$ cat config.mk
export PLATFORM = sky130hd
export DESIGN_NAME = triangle_tangent_bitangent
export DESIGN_NICKNAME = d
export VERILOG_FILES = /design/src/tbt_pkg.sv /design/src/tbt_ctrl.sv /design/src/tbt_dp.sv /design/src/triangle_tangent_bitangent.sv
export SDC_FILE = /design/constraint.sdc
export NUM_CORES = 2
export LEC_CHECK = 0
export ABC_AREA = 1
export BUFFER_PORTS_ARGS = -buffer_cell sky130_fd_sc_hd__buf_2
export CORE_MARGIN = 1
export CORE_UTILIZATION = 64
export DETAILED_ROUTE_END_ITERATION = 16
export GPL_ROUTABILITY_DRIVEN = 1
export PLACE_DENSITY = 0.82
export SETUP_SLACK_MARGIN = 0.15
export SYNTH_ARGS = -nofsm -noshare
export SYNTH_HDL_FRONTEND = slang
export SYNTH_HIERARCHICAL = 1
export SYNTH_SLANG_ARGS = --single-unit
$ cat constraint.sdc
create_clock -name clk -period 11.8 [get_ports clk]
set_input_delay 0 -clock clk [delete_from_list [all_inputs] [get_ports clk]]
set_output_delay 0 -clock clk [all_outputs]
set_load 0.01 [all_outputs]
$ cat src/tbt_pkg.sv
// shared types and constants for the triangle tangent/bitangent block
// no dependencies
`timescale 1ns / 1ps
`default_nettype none
package tbt_pkg;

  localparam int POS_W  = 32;
  localparam int TEX_W  = 16;
  localparam int EDGE_W = POS_W + 1;
  localparam int DLT_W  = TEX_W + 1;
  localparam int PROD_W = EDGE_W + DLT_W;
  localparam int DET_W  = 2 * DLT_W + 1;
  localparam int NUM_W  = 64;
  localparam int UV_SHIFT = 12;
  localparam int REM_W  = 63;
  localparam int QUO_W  = POS_W + 1;
  localparam int DIV_W  = DET_W + QUO_W;
  localparam int STEP_W = 6;
  localparam int COMP_W = 3;
  localparam logic [COMP_W-1:0] LAST_COMP = COMP_W'(5);
  localparam logic [1:0] THIRD_CORNER = 2'd2;

  typedef struct packed {
    logic              cap_corner;
    logic              corner;
    logic              cap_third;
    logic              det0;
    logic              det1;
    logic              det_sub;
    logic              chk;
    logic              zero;
    logic              num0;
    logic              num1;
    logic              num2;
    logic              prep;
    logic              div_step;
    logic              store;
    logic [COMP_W-1:0] comp;
    logic              set_valid;
  } tbt_cmd_t;

  typedef struct packed {
    logic det_zero;
    logic out_busy;
  } tbt_sts_t;

endpackage
`default_nettype wire

$ cat src/tbt_ctrl.sv
// sequencer for corner capture, determinant, numerators and division
// depends on tbt_pkg
`timescale 1ns / 1ps
`default_nettype none
module tbt_ctrl
  import tbt_pkg::*;
(
  input  wire logic clk,
  input  wire logic rst_n,
  input  wire logic in_valid,
  output logic      in_stall,
  input  tbt_sts_t  sts,
  output tbt_cmd_t  cmd
);

  typedef enum logic [9:0] {
    S_IDLE = 10'b0000000001,
    S_DET0 = 10'b0000000010,
    S_DET1 = 10'b0000000100,
    S_DETC = 10'b0000001000,
    S_CHK  = 10'b0000010000,
    S_NUM0 = 10'b0000100000,
    S_NUM1 = 10'b0001000000,
    S_NUM2 = 10'b0010000000,
    S_PREP = 10'b0100000000,
    S_DIV  = 10'b1000000000
  } state_t;

  state_t state_r, state_nxt;
  logic [1:0]        count_r, count_nxt;
  logic [COMP_W-1:0] comp_r, comp_nxt;
  logic [STEP_W-1:0] step_r, step_nxt;
  logic              store_r, store_nxt;
  logic              in_xfer;

  assign in_stall = (state_r != S_IDLE) || store_r ||
                    ((count_r >= THIRD_CORNER) && sts.out_busy);
  assign in_xfer  = in_valid && !in_stall;

  always_comb begin
    state_nxt = state_r;
    count_nxt = count_r;
    comp_nxt  = comp_r;
    step_nxt  = step_r;
    store_nxt = 1'b0;
    cmd       = '0;
    cmd.comp  = comp_r;
    cmd.corner = count_r[0];
    if (store_r) begin
      cmd.store = 1'b1;
      if (comp_r == LAST_COMP) begin
        cmd.set_valid = 1'b1;
      end else begin
        comp_nxt  = comp_r + COMP_W'(1);
        state_nxt = S_NUM0;
      end
    end else begin
      unique case (state_r)
        S_IDLE: begin
          if (in_xfer) begin
            if (count_r < THIRD_CORNER) begin
              cmd.cap_corner = 1'b1;
              count_nxt = count_r + 2'd1;
            end else begin
              cmd.cap_third = 1'b1;
              count_nxt = 2'd0;
              state_nxt = S_DET0;
            end
          end
        end
        S_DET0: begin
          cmd.det0  = 1'b1;
          state_nxt = S_DET1;
        end
        S_DET1: begin
          cmd.det1  = 1'b1;
          state_nxt = S_DETC;
        end
        S_DETC: begin
          cmd.det_sub = 1'b1;
          state_nxt   = S_CHK;
        end
        S_CHK: begin
          cmd.chk = 1'b1;
          if (sts.det_zero) begin
            cmd.zero      = 1'b1;
            cmd.set_valid = 1'b1;
            state_nxt     = S_IDLE;
          end else begin
            comp_nxt  = '0;
            state_nxt = S_NUM0;
          end
        end
        S_NUM0: begin
          cmd.num0  = 1'b1;
          state_nxt = S_NUM1;
        end
        S_NUM1: begin
          cmd.num1  = 1'b1;
          state_nxt = S_NUM2;
        end
        S_NUM2: begin
          cmd.num2  = 1'b1;
          state_nxt = S_PREP;
        end
        S_PREP: begin
          cmd.prep  = 1'b1;
          step_nxt  = STEP_W'(QUO_W - 1);
          state_nxt = S_DIV;
        end
        S_DIV: begin
          cmd.div_step = 1'b1;
          step_nxt = step_r - STEP_W'(1);
          if (step_r == '0) begin
            store_nxt = 1'b1;
            state_nxt = S_IDLE;
          end
        end
        default: state_nxt = S_IDLE;
      endcase
    end
  end

  always_ff @(posedge clk) begin
    if (!rst_n) begin
      state_r <= S_IDLE;
      count_r <= '0;
      comp_r  <= '0;
      step_r  <= '0;
      store_r <= 1'b0;
    end else begin
      state_r <= state_nxt;
      count_r <= count_nxt;
      comp_r  <= comp_nxt;
      step_r  <= step_nxt;
      store_r <= store_nxt;
    end
  end

`ifndef SYNTHESIS
  a_busy_stalls: assert property (@(posedge clk) disable iff (!rst_n)
    (state_r != S_IDLE) |-> in_stall)
    else $error("input taken while busy");
  a_third_starts: assert property (@(posedge clk) disable iff (!rst_n)
    (in_xfer && count_r == THIRD_CORNER) |=> (state_r == S_DET0))
    else $error("third corner did not start the sequence");
  a_div_ends: assert property (@(posedge clk) disable iff (!rst_n)
    (state_r == S_DIV && step_r == '0) |=> store_r)
    else $error("division did not end in a store");
  a_comp_range: assert property (@(posedge clk) disable iff (!rst_n)
    store_r |-> (comp_r <= LAST_COMP))
    else $error("component index out of range");
`endif

endmodule
`default_nettype wire

$ cat src/tbt_dp.sv
// datapath: held corners, deltas, shared multiplier, restoring divider, result registers
// depends on tbt_pkg
`timescale 1ns / 1ps
`default_nettype none
module tbt_dp
  import tbt_pkg::*;
(
  input  wire logic                    clk,
  input  wire logic                    rst_n,
  input  wire logic signed [POS_W-1:0] in_pos_x,
  input  wire logic signed [POS_W-1:0] in_pos_y,
  input  wire logic signed [POS_W-1:0] in_pos_z,
  input  wire logic signed [TEX_W-1:0] in_tex_u,
  input  wire logic signed [TEX_W-1:0] in_tex_v,
  input  tbt_cmd_t                     cmd,
  output tbt_sts_t                     sts,
  input  wire logic                    out_stall,
  output logic                         out_valid,
  output logic signed [POS_W-1:0]      out_tangent_x,
  output logic signed [POS_W-1:0]      out_tangent_y,
  output logic signed [POS_W-1:0]      out_tangent_z,
  output logic signed [POS_W-1:0]      out_bitangent_x,
  output logic signed [POS_W-1:0]      out_bitangent_y,
  output logic signed [POS_W-1:0]      out_bitangent_z,
  output logic                         out_degenerate
);

  logic signed [POS_W-1:0]  hpos_r [6];
  logic signed [TEX_W-1:0]  htex_r [4];
  logic signed [EDGE_W-1:0] e1_r [3];
  logic signed [EDGE_W-1:0] e2_r [3];
  logic signed [DLT_W-1:0]  d1u_r, d1v_r, d2u_r, d2v_r;
  logic signed [PROD_W-1:0] prod_r, acc_r;
  logic signed [DET_W-1:0]  det_r;
  logic signed [NUM_W-1:0]  num_r;
  logic [DET_W-1:0]         dabs_r;
  logic [REM_W-1:0]         rem_r;
  logic [DIV_W-1:0]         div_r;
  logic [QUO_W-1:0]         q_r;
  logic                     neg_r, ovf_r;
  logic signed [POS_W-1:0]  res_r [6];
  logic                     deg_r;
  logic                     valid_r;

  logic signed [POS_W-1:0]  pin [3];
  logic [1:0]               axis;
  logic                     second_half;
  logic signed [EDGE_W-1:0] mul_a;
  logic signed [DLT_W-1:0]  mul_b;
  logic signed [PROD_W-1:0] mul_p;
  logic signed [PROD_W:0]   num_diff;
  logic [NUM_W-1:0]         num_abs;
  logic [DIV_W-1:0]         rem_ext;
  logic [DIV_W-1:0]         rem_sub;
  logic [POS_W-1:0]         res;

  assign pin[0] = in_pos_x;
  assign pin[1] = in_pos_y;
  assign pin[2] = in_pos_z;

  assign second_half = (cmd.comp > COMP_W'(2));
  assign axis = second_half ? 2'(cmd.comp - COMP_W'(3)) : cmd.comp[1:0];

  always_comb begin
    mul_a = e1_r[axis];
    mul_b = d2v_r;
    if (cmd.det0) begin
      mul_a = EDGE_W'(d1u_r);
      mul_b = d2v_r;
    end else if (cmd.det1) begin
      mul_a = EDGE_W'(d1v_r);
      mul_b = d2u_r;
    end else if (cmd.num1) begin
      mul_a = second_half ? e1_r[axis] : e2_r[axis];
      mul_b = second_half ? d2u_r : d1v_r;
    end else begin
      mul_a = second_half ? e2_r[axis] : e1_r[axis];
      mul_b = second_half ? d1u_r : d2v_r;
    end
  end

  assign mul_p    = mul_a * mul_b;
  assign num_diff = (PROD_W+1)'(acc_r) - (PROD_W+1)'(prod_r);
  assign num_abs  = num_r[NUM_W-1] ? NUM_W'(-num_r) : NUM_W'(num_r);
  assign rem_ext  = DIV_W'(rem_r);
  assign rem_sub  = rem_ext - div_r;

  always_comb begin
    if (ovf_r) begin
      res = neg_r ? 32'h8000_0000 : 32'h7fff_ffff;
    end else if (!neg_r) begin
      res = (q_r[QUO_W-1] || q_r[QUO_W-2]) ? 32'h7fff_ffff : q_r[POS_W-1:0];
    end else begin
      res = (q_r > QUO_W'(33'h0_8000_0000)) ? 32'h8000_0000 : (-q_r[POS_W-1:0]);
    end
  end

  always_ff @(posedge clk) begin
    if (cmd.cap_corner) begin
      for (int i = 0; i < 3; i++) begin
        hpos_r[3*cmd.corner + i] <= pin[i];
      end
      htex_r[2*cmd.corner]     <= in_tex_u;
      htex_r[2*cmd.corner + 1] <= in_tex_v;
    end
    if (cmd.cap_third) begin
      for (int i = 0; i < 3; i++) begin
        e1_r[i] <= EDGE_W'(hpos_r[3+i]) - EDGE_W'(hpos_r[i]);
        e2_r[i] <= EDGE_W'(pin[i]) - EDGE_W'(hpos_r[i]);
      end
      d1u_r <= DLT_W'(htex_r[2]) - DLT_W'(htex_r[0]);
      d1v_r <= DLT_W'(htex_r[3]) - DLT_W'(htex_r[1]);
      d2u_r <= DLT_W'(in_tex_u) - DLT_W'(htex_r[0]);
      d2v_r <= DLT_W'(in_tex_v) - DLT_W'(htex_r[1]);
    end
    if (cmd.det0 || cmd.det1 || cmd.num0 || cmd.num1) begin
      prod_r <= mul_p;
    end
    if (cmd.det1 || cmd.num1) begin
      acc_r <= prod_r;
    end
    if (cmd.det_sub) begin
      det_r <= DET_W'(num_diff);
    end
    if (cmd.chk) begin
      dabs_r <= det_r[DET_W-1] ? DET_W'(-det_r) : DET_W'(det_r);
      deg_r  <= sts.det_zero;
    end
    if (cmd.num2) begin
      num_r <= NUM_W'(num_diff) <<< UV_SHIFT;
    end
    if (cmd.prep) begin
      rem_r <= REM_W'(num_abs);
      neg_r <= num_r[NUM_W-1] ^ det_r[DET_W-1];
      ovf_r <= ({5'd0, num_abs} >= ({dabs_r, {QUO_W{1'b0}}}));
      div_r <= {1'b0, dabs_r, {(QUO_W-1){1'b0}}};
      q_r   <= '0;
    end
    if (cmd.div_step) begin
      if (!ovf_r && rem_ext >= div_r) begin
        rem_r <= REM_W'(rem_sub);
        q_r   <= {q_r[QUO_W-2:0], 1'b1};
      end else begin
        q_r   <= {q_r[QUO_W-2:0], 1'b0};
      end
      div_r <= div_r >> 1;
    end
    if (cmd.zero) begin
      for (int i = 0; i < 6; i++) begin
        res_r[i] <= '0;
      end
    end
    if (cmd.store) begin
      res_r[cmd.comp] <= res;
    end
  end

  always_ff @(posedge clk) begin
    if (!rst_n) begin
      valid_r <= 1'b0;
    end else if (cmd.set_valid) begin
      valid_r <= 1'b1;
    end else if (!out_stall) begin
      valid_r <= 1'b0;
    end
  end

  assign sts.det_zero = (det_r == '0);
  assign sts.out_busy = valid_r;

  assign out_valid       = valid_r;
  assign out_tangent_x   = res_r[0];
  assign out_tangent_y   = res_r[1];
  assign out_tangent_z   = res_r[2];
  assign out_bitangent_x = res_r[3];
  assign out_bitangent_y = res_r[4];
  assign out_bitangent_z = res_r[5];
  assign out_degenerate  = deg_r;

endmodule
`default_nettype wire

$ cat src/triangle_tangent_bitangent.sv
// top level: per-triangle tangent and bitangent from texture coordinates
// depends on tbt_pkg, tbt_ctrl, tbt_dp
//
// usage:
//   input channel (in_valid / in_stall) carries one vertex per transfer:
//   position in signed Q16.16 and texture coordinate in signed Q4.12
//   the first two vertices of each triangle are stored as they are taken
//   the third vertex starts the computation; one result follows on the
//   output channel (out_valid / out_stall) once the sequence has ended
//   no result is produced for the first two vertices
//   after the third vertex the input stalls while the block runs a
//   determinant (det0, det1, subtract, check) and then, for each of the
//   six vector components, one shared multiplier and a one-bit-per-cycle
//   divider, so no new vertex is taken before the triangle is finished
//   a zero uv determinant gives zero vectors with degenerate set once the
//   determinant is checked; the next vertex can be taken in the cycle after
//   the result register holds while out_stall is high; stored vertices are
//   still taken, a third vertex waits until the result is transferred
//   synchronous active-low reset clears the corner count and output valid
`timescale 1ns / 1ps
`default_nettype none
module triangle_tangent_bitangent
  import tbt_pkg::*;
(
  input  wire logic                    clk,
  input  wire logic                    rst_n,
  input  wire logic                    in_valid,
  output logic                         in_stall,
  input  wire logic signed [POS_W-1:0] in_pos_x,
  input  wire logic signed [POS_W-1:0] in_pos_y,
  input  wire logic signed [POS_W-1:0] in_pos_z,
  input  wire logic signed [TEX_W-1:0] in_tex_u,
  input  wire logic signed [TEX_W-1:0] in_tex_v,
  output logic                         out_valid,
  input  wire logic                    out_stall,
  output logic signed [POS_W-1:0]      out_tangent_x,
  output logic signed [POS_W-1:0]      out_tangent_y,
  output logic signed [POS_W-1:0]      out_tangent_z,
  output logic signed [POS_W-1:0]      out_bitangent_x,
  output logic signed [POS_W-1:0]      out_bitangent_y,
  output logic signed [POS_W-1:0]      out_bitangent_z,
  output logic                         out_degenerate
);

  tbt_cmd_t cmd;
  tbt_sts_t sts;

  tbt_ctrl u_ctrl (
    .clk      (clk),
    .rst_n    (rst_n),
    .in_valid (in_valid),
    .in_stall (in_stall),
    .sts      (sts),
    .cmd      (cmd)
  );

  tbt_dp u_dp (
    .clk             (clk),
    .rst_n           (rst_n),
    .in_pos_x        (in_pos_x),
    .in_pos_y        (in_pos_y),
    .in_pos_z        (in_pos_z),
    .in_tex_u        (in_tex_u),
    .in_tex_v        (in_tex_v),
    .cmd             (cmd),
    .sts             (sts),
    .out_stall       (out_stall),
    .out_valid       (out_valid),
    .out_tangent_x   (out_tangent_x),
    .out_tangent_y   (out_tangent_y),
    .out_tangent_z   (out_tangent_z),
    .out_bitangent_x (out_bitangent_x),
    .out_bitangent_y (out_bitangent_y),
    .out_bitangent_z (out_bitangent_z),
    .out_degenerate  (out_degenerate)
  );

endmodule
`default_nettype wire
==> results.cfg <==
[floorplanning]
die_w_um = 374
start_util = 0.644
die-height_um = 374
die_area_um2 = 140000
core-area_um2 = 137000
pin_count = 327
rows = 136

[finish]
synthToLayoutAreaGrowth_pct = 10.5
fin_nets = 12100
layout-drive-gt1-share = 0.0756

[sta]
finalHoldViolations = 0
min_period_over_period = 0.876
fin_skew_ns = 0.0785
finalSetupViolations = 0
fmax_ghz = 0.0968
fin_tns_setup_ns = 0
fin_crit_ns = 10.33
slew_violations = 0
rsz0062_at_grt = false
worstMarginPinSlew_ns = 1.34
slew-limit-headroom = 0.0988

[clock_tree]
clock_latency_ns = 0.79
cts_sinks = 1124
post_cts_resized = 0
hold_buffers = 161
cts_buffers = 121
htreeDepth = 3
clockBufferDepth = 3
clkSlewWorstSetupHoldPaths_ns = 0.07
post_cts_buffers = 0
tritoncts = done
cts-root-buf = clkbuf_16

[worst_setup_path]
critPathSlowestCell = dfxtp_1
crit_family = adder cells
crit_cells = 32
cp.required_ns = 12.34
critPathMaxStageDelay_ns = 0.72
crit_path_end_kind = flip-flop
cp.arrival_ns = 10.88
ff2ff_setup_slack_ns = 1.47
reg2regPathDepth = 32
start_kind = flip-flop
timing.rr.start = u_ctrl/store_r
crit_fanout = 23
critical_path_buf_inv_count = 9
path_class = flip-flop to flip-flop
r2r_end = u_dp/prod_r[31]
cp_common_cell = fa_1

[synth]
synth_seq_cells = 1124
synth_fa_ha_area_frac = 0.198
yosysMostFrequentCell = nand2_1
synthTopCellsByArea = edfxtp_1 (35%), fa_1 (12%), nand2_1 (9.5%), ha_1 (7.4%), inv_1 (7.4%)
post_synth_and_or_nand_nor_area_fraction = 0.198
synthMuxAreaShare = 0
synth-compound-area-share = 0.0989
synth_ff_type = edfxtp_1
synth_nets = 11600
ys_warn_count = 6
syn_inst = 10400
synthArstFlopShare = 0
synth_area_leader_cell = edfxtp_1
synth_edf_count = 1038
yosysSeqAreaShare = 0.372
synth.cell_area_um2 = 88500
synth_top_family_by_area = adder cells
synth_common_cells = nand2_1 (2238), inv_1 (1739), nor2_1 (1107), edfxtp_1 (1038), a21oi_1 (579)
yosys.area_share.xor_xnor = 0.0435
synth_top_area_frac = 0.352
yosys.cell_types.count = 72
synth_area_per_cell_um2 = 8.47

[hold_path]
worstHoldPathCells = 2
min_to = u_dp/hpos_r[0][18]
hp-class = input port to flip-flop
hp-start = in_pos_x[18]

[run]
cap_violations = 0

[global_routing]
antenna_found_initial = 7
grt_start_max_net_pins = 118
grt_pass1_vias = 75600
grt_first_pass_wirelength_mm = 450
grt_use_total = 0.426
gr-total-overflow = 0

[place]
place_congestion = 1.08
post-dp-hpwl_mm = 235
io_buffers = 326

[drt]
drt-pass1-iter-count = 10
wl_per_cell_um = 23.5
drc_errors = 0
wirelength_mm = 301
dr.first_iter.drc_count = 9478
vias_per_cell = 6.06
final_antenna_net_count = 0
vias = 77500

[outcome]
outcome = complete, no violations
[final cells by class]
cell class / count / area [um2]
clock buffers: 132 / 3110
clock inverters: 90 / 1140
diodes: 4 / 10.0
multi-input cells: 7279 / 47800
inverters: 1808 / 6800
well taps: 1794 / 2240
flip-flops and latches: 1124 / 32900
repair buffers: 551 / 3720
fillers: 10700 / 39600
[placed cells by master, fill, tap and decap left out, types with 86 or more instances in the layout]
cell	Yosys	routed
dlygate4sd3_1	0	161
fa_1	548	548
dfxtp_1	86	86
ha_1	526	526
o21bai_1	86	86
a21oi_1	579	579
nor3_1	122	122
nand3_1	467	467
edfxtp_1	1038	1038
xnor2_1	155	155
xor2_1	284	284
buf_2	73	326
nor2_1	1107	1104
nand2_1	2238	2231
clkbuf_16	0	122
o21ai_0	499	499
inv_1	1739	1735
[kinds of logic after synthesis]
logic type	after synthesis
AOI/OAI and AO/OA	1530
xor gates and xnor gates	439
adders and majority gates	1074
buffers and inverters	2037
DFF	1124
other	1
and+or+nand+nor	4235
[worst max path at each step]
stage | start | endpoint | slack, ns
finish | u_ctrl/store_r | u_dp/prod_r[31] | 1.47
global route | u_ctrl/store_r | u_dp/prod_r[36] | 1.05
CTS | u_ctrl/store_r | u_dp/prod_r[36] | 1.70
detailed placement | u_ctrl/store_r | u_dp/prod_r[36] | 1.78
global placement | u_ctrl/store_r | u_dp/prod_r[32] | 1.85
floorplan | u_ctrl/state_r[4] | u_dp/hpos_r[1][10] | 3.57
[routing by layer]
metal / vias up / global-route usage / part of all wire
met5: - / 0 / 0.000023
met4: 2 / 0.271 / 0.077
met3: 1064 / 0.0887 / 0.11
met2: 5164 / 0.674 / 0.45
met1: 36500 / 0.534 / 0.37
li1: 34800 / - / -
[sequential cells by signal, indices dropped and copies added (netlist names), 33 cells and up]
register and flops:
u_dp/hpos_r 192, u_dp/res_r 192, u_dp/e1_r 99, u_dp/e2_r 99, u_dp/div_r 67, u_dp/htex_r 64
u_dp/rem_r 63, u_dp/num_r 51, u_dp/acc_r 50, u_dp/prod_r 50, u_dp/dabs_r 35, u_dp/det_r 35
u_dp/q_r 33
[metrics by stage]
step	instances	setup WS (ns)	area (um2)	utilization	hold slack (ns)
after floorplan	10400	3.57	88500	-	0.0989
after global placement	12400	1.85	91800	0.669	0.206
after detailed placement	12400	1.78	91800	0.669	0.210
after CTS	12800	1.70	97700	0.711	0.000725
after global routing	12800	1.05	97700	0.711	0.0222
final	12800	1.47	97700	0.711	0.0302
Power is left out: the tool's default activity adds up to more than one toggle a clock period on the data nets, which glitch-free logic cannot reach.
